===== src/hdl/rfs_pkg.sv =====
// Shared types, constants and codes for the RTCP feedback stripper.
`timescale 1ns / 1ps
`default_nettype none

package rfs_pkg;

    // Number of low packet length bits that take part in the parse.
    localparam int LENGTH_BITS = 16;
    localparam logic [15:0] LEN_MASK = 16'((32'd1 << LENGTH_BITS) - 32'd1);

    // Sub-packet header constants.
    localparam logic [7:0] VER_MASK       = 8'hc0;
    localparam logic [7:0] VER_TWO        = 8'h80;
    localparam logic [7:0] COUNT_MASK     = 8'h1f;
    localparam logic [7:0] PT_SR          = 8'd200;
    localparam logic [7:0] PT_RR          = 8'd201;
    localparam logic [7:0] PT_RTPFB       = 8'd205;
    localparam logic [7:0] PT_PSFB        = 8'd206;
    localparam logic [9:0] REPORT_BYTES   = 10'd24;
    localparam logic [15:0] SR_MIN_BYTES  = 16'd28;
    localparam logic [15:0] HDR_MIN_BYTES = 16'd8;
    localparam logic [15:0] WORD_BYTES    = 16'd4;

    // Packed word widths on the stream ports.
    localparam int IN_TDATA_W  = 56;
    localparam int OUT_TDATA_W = 56;
    localparam int OUT_TUSER_W = 3;

    // Verdict codes on the last word.
    typedef enum logic [1:0] {
        VERDICT_OK        = 2'd0,
        VERDICT_MALFORMED = 2'd1,
        VERDICT_EMPTY     = 2'd2
    } verdict_t;

    // Result of checking one sub-packet header word.
    typedef struct packed {
        logic        ok;
        logic        feedback;
        logic [16:0] sub_words;
        logic [18:0] sub_bytes;
    } hdr_info_t;

endpackage

`default_nettype wire


===== src/hdl/rfs_hdr_check.sv =====
// Combinational check of one RTCP sub-packet header word.
`timescale 1ns / 1ps
`default_nettype none

module rfs_hdr_check
    import rfs_pkg::*;
(
    input  wire logic [31:0] word,
    input  wire logic [15:0] bytes_left,
    output hdr_info_t        info
);

    logic [7:0]  b0;
    logic [7:0]  pt;
    logic [18:0] len_bytes;
    logic [9:0]  report_bytes;
    logic        ver_ok;
    logic        pt_ok;
    logic        fits;
    logic        sr_ok;
    logic        rep_ok;

    // Field extraction and stated length in bytes.
    assign b0        = word[31:24];
    assign pt        = word[23:16];
    assign len_bytes = {(17'(word[15:0]) + 17'd1), 2'b00};
    assign report_bytes = 10'(b0 & COUNT_MASK) * REPORT_BYTES;

    // Individual header checks.
    always_comb
    begin
        ver_ok = ((b0 & VER_MASK) == VER_TWO);
        pt_ok  = (pt >= PT_SR) && (pt <= PT_PSFB);
        fits   = (len_bytes <= 19'(bytes_left));
        sr_ok  = !((pt == PT_SR) && (bytes_left < SR_MIN_BYTES));
        rep_ok = !(((pt == PT_SR) || (pt == PT_RR)) && (len_bytes < 19'(report_bytes)));
    end

    // Collected result for the parser.
    always_comb
    begin
        info.ok        = ver_ok && pt_ok && fits && sr_ok && rep_ok;
        info.feedback  = (pt == PT_RTPFB) || (pt == PT_PSFB);
        info.sub_words = {1'b0, word[15:0]};
        info.sub_bytes = len_bytes;
    end

endmodule

`default_nettype wire


===== src/hdl/rfs_parser.sv =====
// Per-word parse state of the compound packet and the verdict on the last word.
`timescale 1ns / 1ps
`default_nettype none

module rfs_parser
    import rfs_pkg::*;
(
    input  wire logic        clk,
    input  wire logic        rst_n,
    input  wire logic        advance,
    input  wire logic [31:0] word,
    input  wire logic [15:0] packet_bytes,
    input  wire logic        last_word,
    output logic             drop_word,
    output verdict_t         verdict,
    output logic [15:0]      new_length
);

    logic [15:0] byte_offset_reg, byte_offset_next;
    logic [16:0] words_left_reg, words_left_next;
    logic        feedback_reg, feedback_next;
    logic        tail_reg, tail_next;
    logic        error_reg, error_next;
    logic [15:0] removed_reg, removed_next;

    logic [15:0] pb;
    logic [15:0] left;
    logic [16:0] off_sum;
    logic [15:0] end_gap;
    logic        end_ok;
    hdr_info_t   hdr;

    // Bytes of the packet from the current word on.
    assign pb      = packet_bytes & LEN_MASK;
    assign left    = (pb > byte_offset_reg) ? (pb - byte_offset_reg) : 16'd0;
    assign off_sum = 17'(byte_offset_reg) + 17'(WORD_BYTES);
    assign end_gap = pb - byte_offset_reg;
    assign end_ok  = (pb > byte_offset_reg) && (end_gap <= WORD_BYTES);

    rfs_hdr_check u_hdr_check (
        .word       (word),
        .bytes_left (left),
        .info       (hdr)
    );

    // Next parse state, drop mark and verdict for the word at hand.
    always_comb
    begin
        words_left_next = words_left_reg;
        feedback_next   = feedback_reg;
        tail_next       = tail_reg;
        error_next      = error_reg;
        removed_next    = removed_reg;
        drop_word       = 1'b0;
        verdict         = VERDICT_OK;
        new_length      = 16'd0;

        if (!error_reg)
        begin
            if (words_left_reg != 17'd0)
            begin
                drop_word       = feedback_reg;
                words_left_next = words_left_reg - 17'd1;
            end
            else if (!tail_reg)
            begin
                if (left < HDR_MIN_BYTES)
                begin
                    tail_next = 1'b1;
                end
                else if (!hdr.ok)
                begin
                    error_next    = 1'b1;
                    feedback_next = 1'b0;
                end
                else
                begin
                    feedback_next   = hdr.feedback;
                    words_left_next = hdr.sub_words;
                    if (hdr.feedback)
                    begin
                        drop_word    = 1'b1;
                        removed_next = removed_reg + hdr.sub_bytes[15:0];
                    end
                end
            end
        end

        // The offset saturates at the top of the length range.
        if (off_sum > 17'(LEN_MASK))
            byte_offset_next = LEN_MASK;
        else
            byte_offset_next = off_sum[15:0];

        if (last_word)
        begin
            if (error_next || !end_ok || (removed_next > pb))
            begin
                verdict    = VERDICT_MALFORMED;
                new_length = pb;
            end
            else
            begin
                new_length = pb - removed_next;
                verdict    = (new_length == 16'd0) ? VERDICT_EMPTY : VERDICT_OK;
            end
            // Every packet starts from a clean parse state.
            byte_offset_next = 16'd0;
            words_left_next  = 17'd0;
            feedback_next    = 1'b0;
            tail_next        = 1'b0;
            error_next       = 1'b0;
            removed_next     = 16'd0;
        end
    end

    // Parse state registers, updated as each word moves to the output.
    always_ff @(posedge clk or negedge rst_n)
    begin
        if (!rst_n)
        begin
            byte_offset_reg <= 16'd0;
            words_left_reg  <= 17'd0;
            feedback_reg    <= 1'b0;
            tail_reg        <= 1'b0;
            error_reg       <= 1'b0;
            removed_reg     <= 16'd0;
        end
        else if (advance)
        begin
            byte_offset_reg <= byte_offset_next;
            words_left_reg  <= words_left_next;
            feedback_reg    <= feedback_next;
            tail_reg        <= tail_next;
            error_reg       <= error_next;
            removed_reg     <= removed_next;
        end
    end

    // A last word leaves the parser at the start of a packet.
    a_clean_after_last: assert property (@(posedge clk) disable iff (!rst_n)
        advance && last_word |=> (byte_offset_reg == 16'd0) && (removed_reg == 16'd0)
                                 && !error_reg && !tail_reg)
        else $error("parse state not cleared after last word");

    // Once an error is seen no word is marked and no sub-packet is open.
    a_error_quiet: assert property (@(posedge clk) disable iff (!rst_n)
        error_reg |-> !drop_word && (words_left_reg == 17'd0))
        else $error("parsing continued after a header error");

    // The unparsed tail never overlaps an open sub-packet.
    a_tail_exclusive: assert property (@(posedge clk) disable iff (!rst_n)
        tail_reg |-> (words_left_reg == 17'd0) && !drop_word)
        else $error("tail mode with an open sub-packet");

    // Words of an open sub-packet are counted down one per word.
    a_count_down: assert property (@(posedge clk) disable iff (!rst_n)
        advance && !last_word && !error_reg && (words_left_reg != 17'd0)
            |=> words_left_reg == $past(words_left_reg) - 17'd1)
        else $error("sub-packet word count skipped");

endmodule

`default_nettype wire


===== src/hdl/rtcp_feedback_stripper_top.sv =====
// An accepted word passes from the input register to the output register.
// Throughput: one word per cycle; the input register and the output register each
// hold one word and move together whenever the output side is ready.
// The parse state is updated as a word moves from the input to the output register.
// Reset clears both register valids and the whole parse state.
`timescale 1ns / 1ps
`default_nettype none

module rtcp_feedback_stripper_top
    import rfs_pkg::*;
(
    input  wire logic                   clk,
    input  wire logic                   rst_n,
    input  wire logic                   s_tvalid,
    output logic                        s_tready,
    // data_word[31:0], valid_bytes[34:32], packet_bytes[50:35], zero fill [55:51]
    input  wire logic [IN_TDATA_W-1:0]  s_tdata,
    input  wire logic                   s_tlast,
    output logic                        m_tvalid,
    input  wire logic                   m_tready,
    // out_word[31:0], out_valid_bytes[34:32], new_length[50:35], zero fill [55:51]
    output logic [OUT_TDATA_W-1:0]      m_tdata,
    // drop_word[0], verdict[2:1]
    output logic [OUT_TUSER_W-1:0]      m_tuser,
    output logic                        m_tlast
);

    logic        in_valid_reg;
    logic [31:0] in_word_reg;
    logic [2:0]  in_vb_reg;
    logic [15:0] in_pb_reg;
    logic        in_last_reg;

    logic        out_valid_reg;
    logic [31:0] out_word_reg;
    logic [2:0]  out_vb_reg;
    logic [15:0] out_len_reg;
    logic        out_drop_reg;
    verdict_t    out_verdict_reg;
    logic        out_last_reg;

    logic        out_free;
    logic        advance;
    logic        drop_word;
    verdict_t    verdict;
    logic [15:0] new_length;

    // Handshake: a word moves on whenever the output register can take it.
    assign out_free = !out_valid_reg || m_tready;
    assign advance  = in_valid_reg && out_free;
    assign s_tready = !in_valid_reg || out_free;

    // Input register.
    always_ff @(posedge clk or negedge rst_n)
    begin
        if (!rst_n)
            in_valid_reg <= 1'b0;
        else if (s_tready)
            in_valid_reg <= s_tvalid;
    end

    always_ff @(posedge clk)
    begin
        if (s_tready && s_tvalid)
        begin
            in_word_reg <= s_tdata[31:0];
            in_vb_reg   <= s_tdata[34:32];
            in_pb_reg   <= s_tdata[50:35];
            in_last_reg <= s_tlast;
        end
    end

    rfs_parser u_parser (
        .clk          (clk),
        .rst_n        (rst_n),
        .advance      (advance),
        .word         (in_word_reg),
        .packet_bytes (in_pb_reg),
        .last_word    (in_last_reg),
        .drop_word    (drop_word),
        .verdict      (verdict),
        .new_length   (new_length)
    );

    // Output register.
    always_ff @(posedge clk or negedge rst_n)
    begin
        if (!rst_n)
            out_valid_reg <= 1'b0;
        else if (out_free)
            out_valid_reg <= in_valid_reg;
    end

    always_ff @(posedge clk)
    begin
        if (advance)
        begin
            out_word_reg    <= in_word_reg;
            out_vb_reg      <= in_vb_reg;
            out_len_reg     <= new_length;
            out_drop_reg    <= drop_word;
            out_verdict_reg <= verdict;
            out_last_reg    <= in_last_reg;
        end
    end

    // Output word packing.
    assign m_tvalid = out_valid_reg;
    assign m_tdata  = {5'd0, out_len_reg, out_vb_reg, out_word_reg};
    assign m_tuser  = {out_verdict_reg, out_drop_reg};
    assign m_tlast  = out_last_reg;

endmodule

`default_nettype wire


===== config.mk =====
export PLATFORM = sky130hd
export DESIGN_NAME = rtcp_feedback_stripper_top
export DESIGN_NICKNAME = d
export VERILOG_FILES = /design/src/hdl/rfs_pkg.sv /design/src/hdl/rfs_hdr_check.sv /design/src/hdl/rfs_parser.sv /design/src/hdl/rtcp_feedback_stripper_top.sv
export SDC_FILE = /design/constraint.sdc
export NUM_CORES = 1
export LEC_CHECK = 0
export BUFFER_PORTS_ARGS = -buffer_cell sky130_fd_sc_hd__clkbuf_2
export CAP_MARGIN = 20
export CELL_PAD_IN_SITES_DETAIL_PLACEMENT = 0
export CELL_PAD_IN_SITES_GLOBAL_PLACEMENT = 1
export CORE_MARGIN = 3
export CORE_UTILIZATION = 42
export CTS_CLUSTER_DIAMETER = 150
export DETAILED_ROUTE_END_ITERATION = 8
export PLACE_DENSITY = 0.8
export SYNTH_ARGS = -nofsm -noshare
export SYNTH_HDL_FRONTEND = slang
export SYNTH_SLANG_ARGS = --single-unit

===== constraint.sdc =====
create_clock -name clk -period 7.3 [get_ports clk]
set_clock_uncertainty 0.1 [all_clocks]
set_input_delay 0.365 -clock clk [delete_from_list [all_inputs] [get_ports clk]]
set_output_delay 0.365 -clock clk [all_outputs]
set_load 0.05 [all_outputs]

==> impl_metrics.csv <==
group,metric,value,unit
worst_setup_path,worstRegToRegCells,34,
cells_and_area,finish.utilization,0.567,
global_route,gr-total-overflow,0,
cts,cts_max_level,4,
detailed_routing,detail_route.wl_per_cell,18.2,µm
floorplanning,std_cell_rows,56,
yosys,synthFlopType,"edfxtp_1",
worst_setup_path,cp_slowest_stage_delay,530,ps
cts,cts_inserted_buffers,17,
worst_setup_path,cp.depth,34,
floorplanning,initial_core_utilization,0.430,
global_route,grt_pass1_vias,8770,
floorplanning,fp.dieH,161,µm
cells_and_area,flow.area_growth_from_synthesis,31.8,%
detailed_routing,detail_route.wirelength,29200,µm
yosys,synthesis.area,0.0102,mm²
cells_and_area,insertedDiodeCount,0,
worst_setup_path,timing.critical_path.fanout_max,6,
worst_setup_path,setup.worst_path.start,"in_pb_reg[0]$_DFFE_PP_",
sta,report.final.slew_viol_count,0,
pwr,peakVddDrop,164,µV
worst_setup_path,endpoint,"out_verdict_reg[1]$_SDFFCE_PP0P_",
cells_and_area,multi_input_logic_area,0.00563,mm²
yosys,synth_seq_area_share,0.442,
detailed_routing,drt_pass1_iterations,5,
floorplanning,die_area,0.0261,mm²
worst_setup_path,worstSetupEndpointType,"register",
worst_setup_path,critical_path_arrival,7620,ps
yosys,ys_warn_count,0,
detailed_routing,post_drt_via_cell_ratio,5.55,
cells_and_area,drive_gt1_frac,0.293,
worst_setup_path,cp_common_cell,"a21o_1",
cts,cts.path.max_buffers,2,
floorplanning,die_w,161,µm
global_route,grt_pass1_wl,45800,µm
worst_setup_path,setup.worst_path.start_class,"register",
pwr,design_power_total,2.91,mW
yosys,async_reset_ff_frac,0.323,
sta,max-slew-margin-rel,0.485,
place,port_buffers,112,
global_route,pin_count_of_the_biggest_net_entering_global_routing,52,
cts,worstSkewPairLatency,440,ps
worst_setup_path,reg2reg_setup_slack,-160,ps
place,dpl.hpwl,21100,µm
cells_and_area,layout.area.seq,0.00449,mm²
worst_setup_path,regToRegEndpoint,"out_verdict_reg[1]$_SDFFCE_PP0P_",
sta,timing.fmax,134,MHz
cells_and_area,layout.nets,1407,
worst_setup_path,worstPathBufferInverterCount,6,
yosys,post_synth.cell_area_avg,10.2,µm²
place,post-place-ws,-280,ps
cts,clock-sinks,158,
global_route,track_usage,0.222,
pwr,power.density,217,mW/mm²
flow_run,drv.max_cap_violation_count,0,
sta,setup_viol,1,
floorplanning,floorplan.io_pins,123,
sta,finalHoldWorstSlack,-21.6,ps
detailed_routing,drt_drc_violations_left,0,
status,outcome,"finished with violations",
sta,period_minus_slack,7460,ps
hold_path,holdCritPathClass,"in -> async",
place,place.gp.congestion,0.907,
worst_setup_path,rr_startpoint,"in_pb_reg[0]$_DFFE_PP_",
sta,worst_slack,-160,ps
detailed_routing,drtIter0Drc,657,
global_route,grt_antenna_before_repair,0,
cts,cts_root_buffer,"clkbuf_16",
yosys,flop_and_latch_count_out_of_synthesis,158,
cells_and_area,final.fill_count,2066,
sta,final_cycle_share,1.02,
yosys,synth_edf_count,107,
detailed_routing,ant_nets,0,
detailed_routing,vias,8884,
cts,clock_tree_from_tritoncts,"yes",
sta,worstMarginPinSlew,773,ps
floorplanning,design.core.area,0.0236,mm²
yosys,syn_inst,991,
status,violations,"hold timing, setup timing",
sta,grt_setup_unrepaired,"true",
worst_setup_path,crit_slowest_cell,"or4_1",
pwr,power.leakage,5.73,nW
sta,report.final.hold_viol_count,23,
cts,clkTransAtPathRegs,80,ps
worst_setup_path,criticalPathCategory,"reg -> reg",
worst_setup_path,cp_top_family,"simple AND/OR/NAND/NOR gates",
yosys,synthDistinctLibCells,88,
worst_setup_path,worst-endpoint-required,7460,ps
[synth_stat cells (12+ instances only)]
| master | count | area share |
|---|---|---|
| a21o_1 | 12 | 0.0089 |
| a21oi_1 | 72 | 0.035 |
| a22o_1 | 15 | 0.013 |
| clkbuf_1 | 20 | 0.0074 |
| dfrtp_1 | 51 | 0.13 |
| edfxtp_1 | 107 | 0.32 |
| ha_1 | 74 | 0.091 |
| inv_1 | 49 | 0.018 |
| mux2i_1 | 23 | 0.023 |
| nand2_1 | 59 | 0.022 |
| nand3_1 | 39 | 0.019 |
| nand4_1 | 17 | 0.010 |
| nor2_1 | 72 | 0.027 |
| nor3_1 | 35 | 0.017 |
| o21ai_0 | 33 | 0.016 |
| or3_1 | 16 | 0.0099 |
| xnor2_1 | 29 | 0.025 |
| xor2_1 | 17 | 0.015 |
[worst register-to-register path: cells and delay by family (launching register included)]
family | cells | cell delay [ps]
AND/OR/NAND/NOR | 10 | 2320
AO/OA/AOI/OAI | 12 | 2260
adder cells (fa/ha/maj) | 4 | 1110
buffers and inverters | 6 | 820
flip-flops | 1 | 400
multiplexers | 1 | 150
XOR/XNOR | 1 | 150
[cell usage in the layout (no fill, tap or decap), drive strengths merged, types with 6 or more instances in the layout]
cell,n
nand3,39
or4,11
o31ai,12
a211oi,8
conb,7
edfxtp,107
nor3,36
a31oi,9
or3,17
nor4,9
a22o,15
dfrtp,51
o21ai,38
clkbuf,131
nor2,73
o311a,6
xor2,17
nor2b,11
or2,8
o22a,9
o21a,10
buf,152
and2,9
a21o,12
and3,9
nand2b,11
a221o,9
xnor2,29
a21boi,6
mux2i,23
nor3b,9
ha,74
a21oi,73
inv,56
nand2,59
dlygate4sd3,29
nand4,18
and4,6
[final cells by class]
| type | count | share of cell area |
|---|---|---|
| clock buffer | 18 | 0.0321 |
| multi-input combinational | 748 | 0.420 |
| tap | 319 | 0.0298 |
| timing repair buffer | 294 | 0.153 |
| inverter | 50 | 0.0140 |
| clock inverter | 14 | 0.0150 |
| sequential | 158 | 0.336 |
[kinds of logic (layout without fill, tap and decap cells)]
group / count (synthesis) / count (layout) / synth area share
AO/OA/AOI/OAI: 262 / 262 / 0.184
XOR/XNOR: 46 / 46 / 0.0397
AND/OR/NAND/NOR: 333 / 333 / 0.176
multiplexers: 23 / 23 / 0.0227
flip-flops: 158 / 158 / 0.442
adder cells (fa/ha/maj): 77 / 77 / 0.0971
other: 2 / 7 / 0.000740
buffers and inverters: 90 / 376 / 0.0383
[stage by stage]
stage / instances / setup TNS [ps] / hold slack (ps) / cell area (µm²)
2_1_floorplan: 996 / 0 / -30.6 / 10200
3_3_place_gp: 1515 / -319 / 304 / 11900
3_5_place_dp: 1515 / -981 / 310 / 11900
4_1_cts: 1599 / -125 / 0.384 / 13000
5_1_grt: 1601 / -1080 / 0.828 / 13400
6_report: 1601 / -160 / -21.6 / 13400
[report_power, final]
group	leakage, nW	switching, mW	internal [mW]
registers	1.71	0.0826	1.06
clock network	0.305	0.415	0.554
logic	3.71	0.465	0.334
[how the worst min path moves through the flow]
| stage | startpoint | to | slack (ps) | cells after the start |
|---|---|---|---|---|
| 6_report | rst_n | u_parser.words_left_reg[7]$_DFFE_PN0P_ | -20 | 2 |
| 5_1_grt | s_tdata[7] | in_word_reg[7]$_DFFE_PP_ | 0.8 | 1 |
| 4_1_cts | s_tdata[11] | in_word_reg[11]$_DFFE_PP_ | 0.4 | 1 |
| 3_5_place_dp | in_vb_reg[0]$_DFFE_PP_ | out_vb_reg[0]$_DFFE_PP_ | 310 | 0 |
| 3_3_place_gp | in_vb_reg[1]$_DFFE_PP_ | out_vb_reg[1]$_DFFE_PP_ | 300 | 0 |
| 2_1_floorplan | rst_n | in_valid_reg$_DFFE_PN0N_ | -30 | 0 |
[what timing repair did]
action	in CTS	in global routing
endpoints found under the hold margin	28	1
resized for setup	8	58
pin swaps	4	25
endpoints found under the setup margin	16	18
setup buffers	24	5
hold buffers	28	1
cloned	0	1
[per-layer routing]
metal	vias up	GRT usage	wire length [µm]	part of all wire
met5	-	0	0	0
met3	51	0.0305	1500	0.051
li1	4319	-	-	-
met4	0	0.0755	714	0.024
met2	283	0.358	13600	0.47
met1	4231	0.309	13300	0.46
Note: power is estimated with default switching activity, not from simulation.
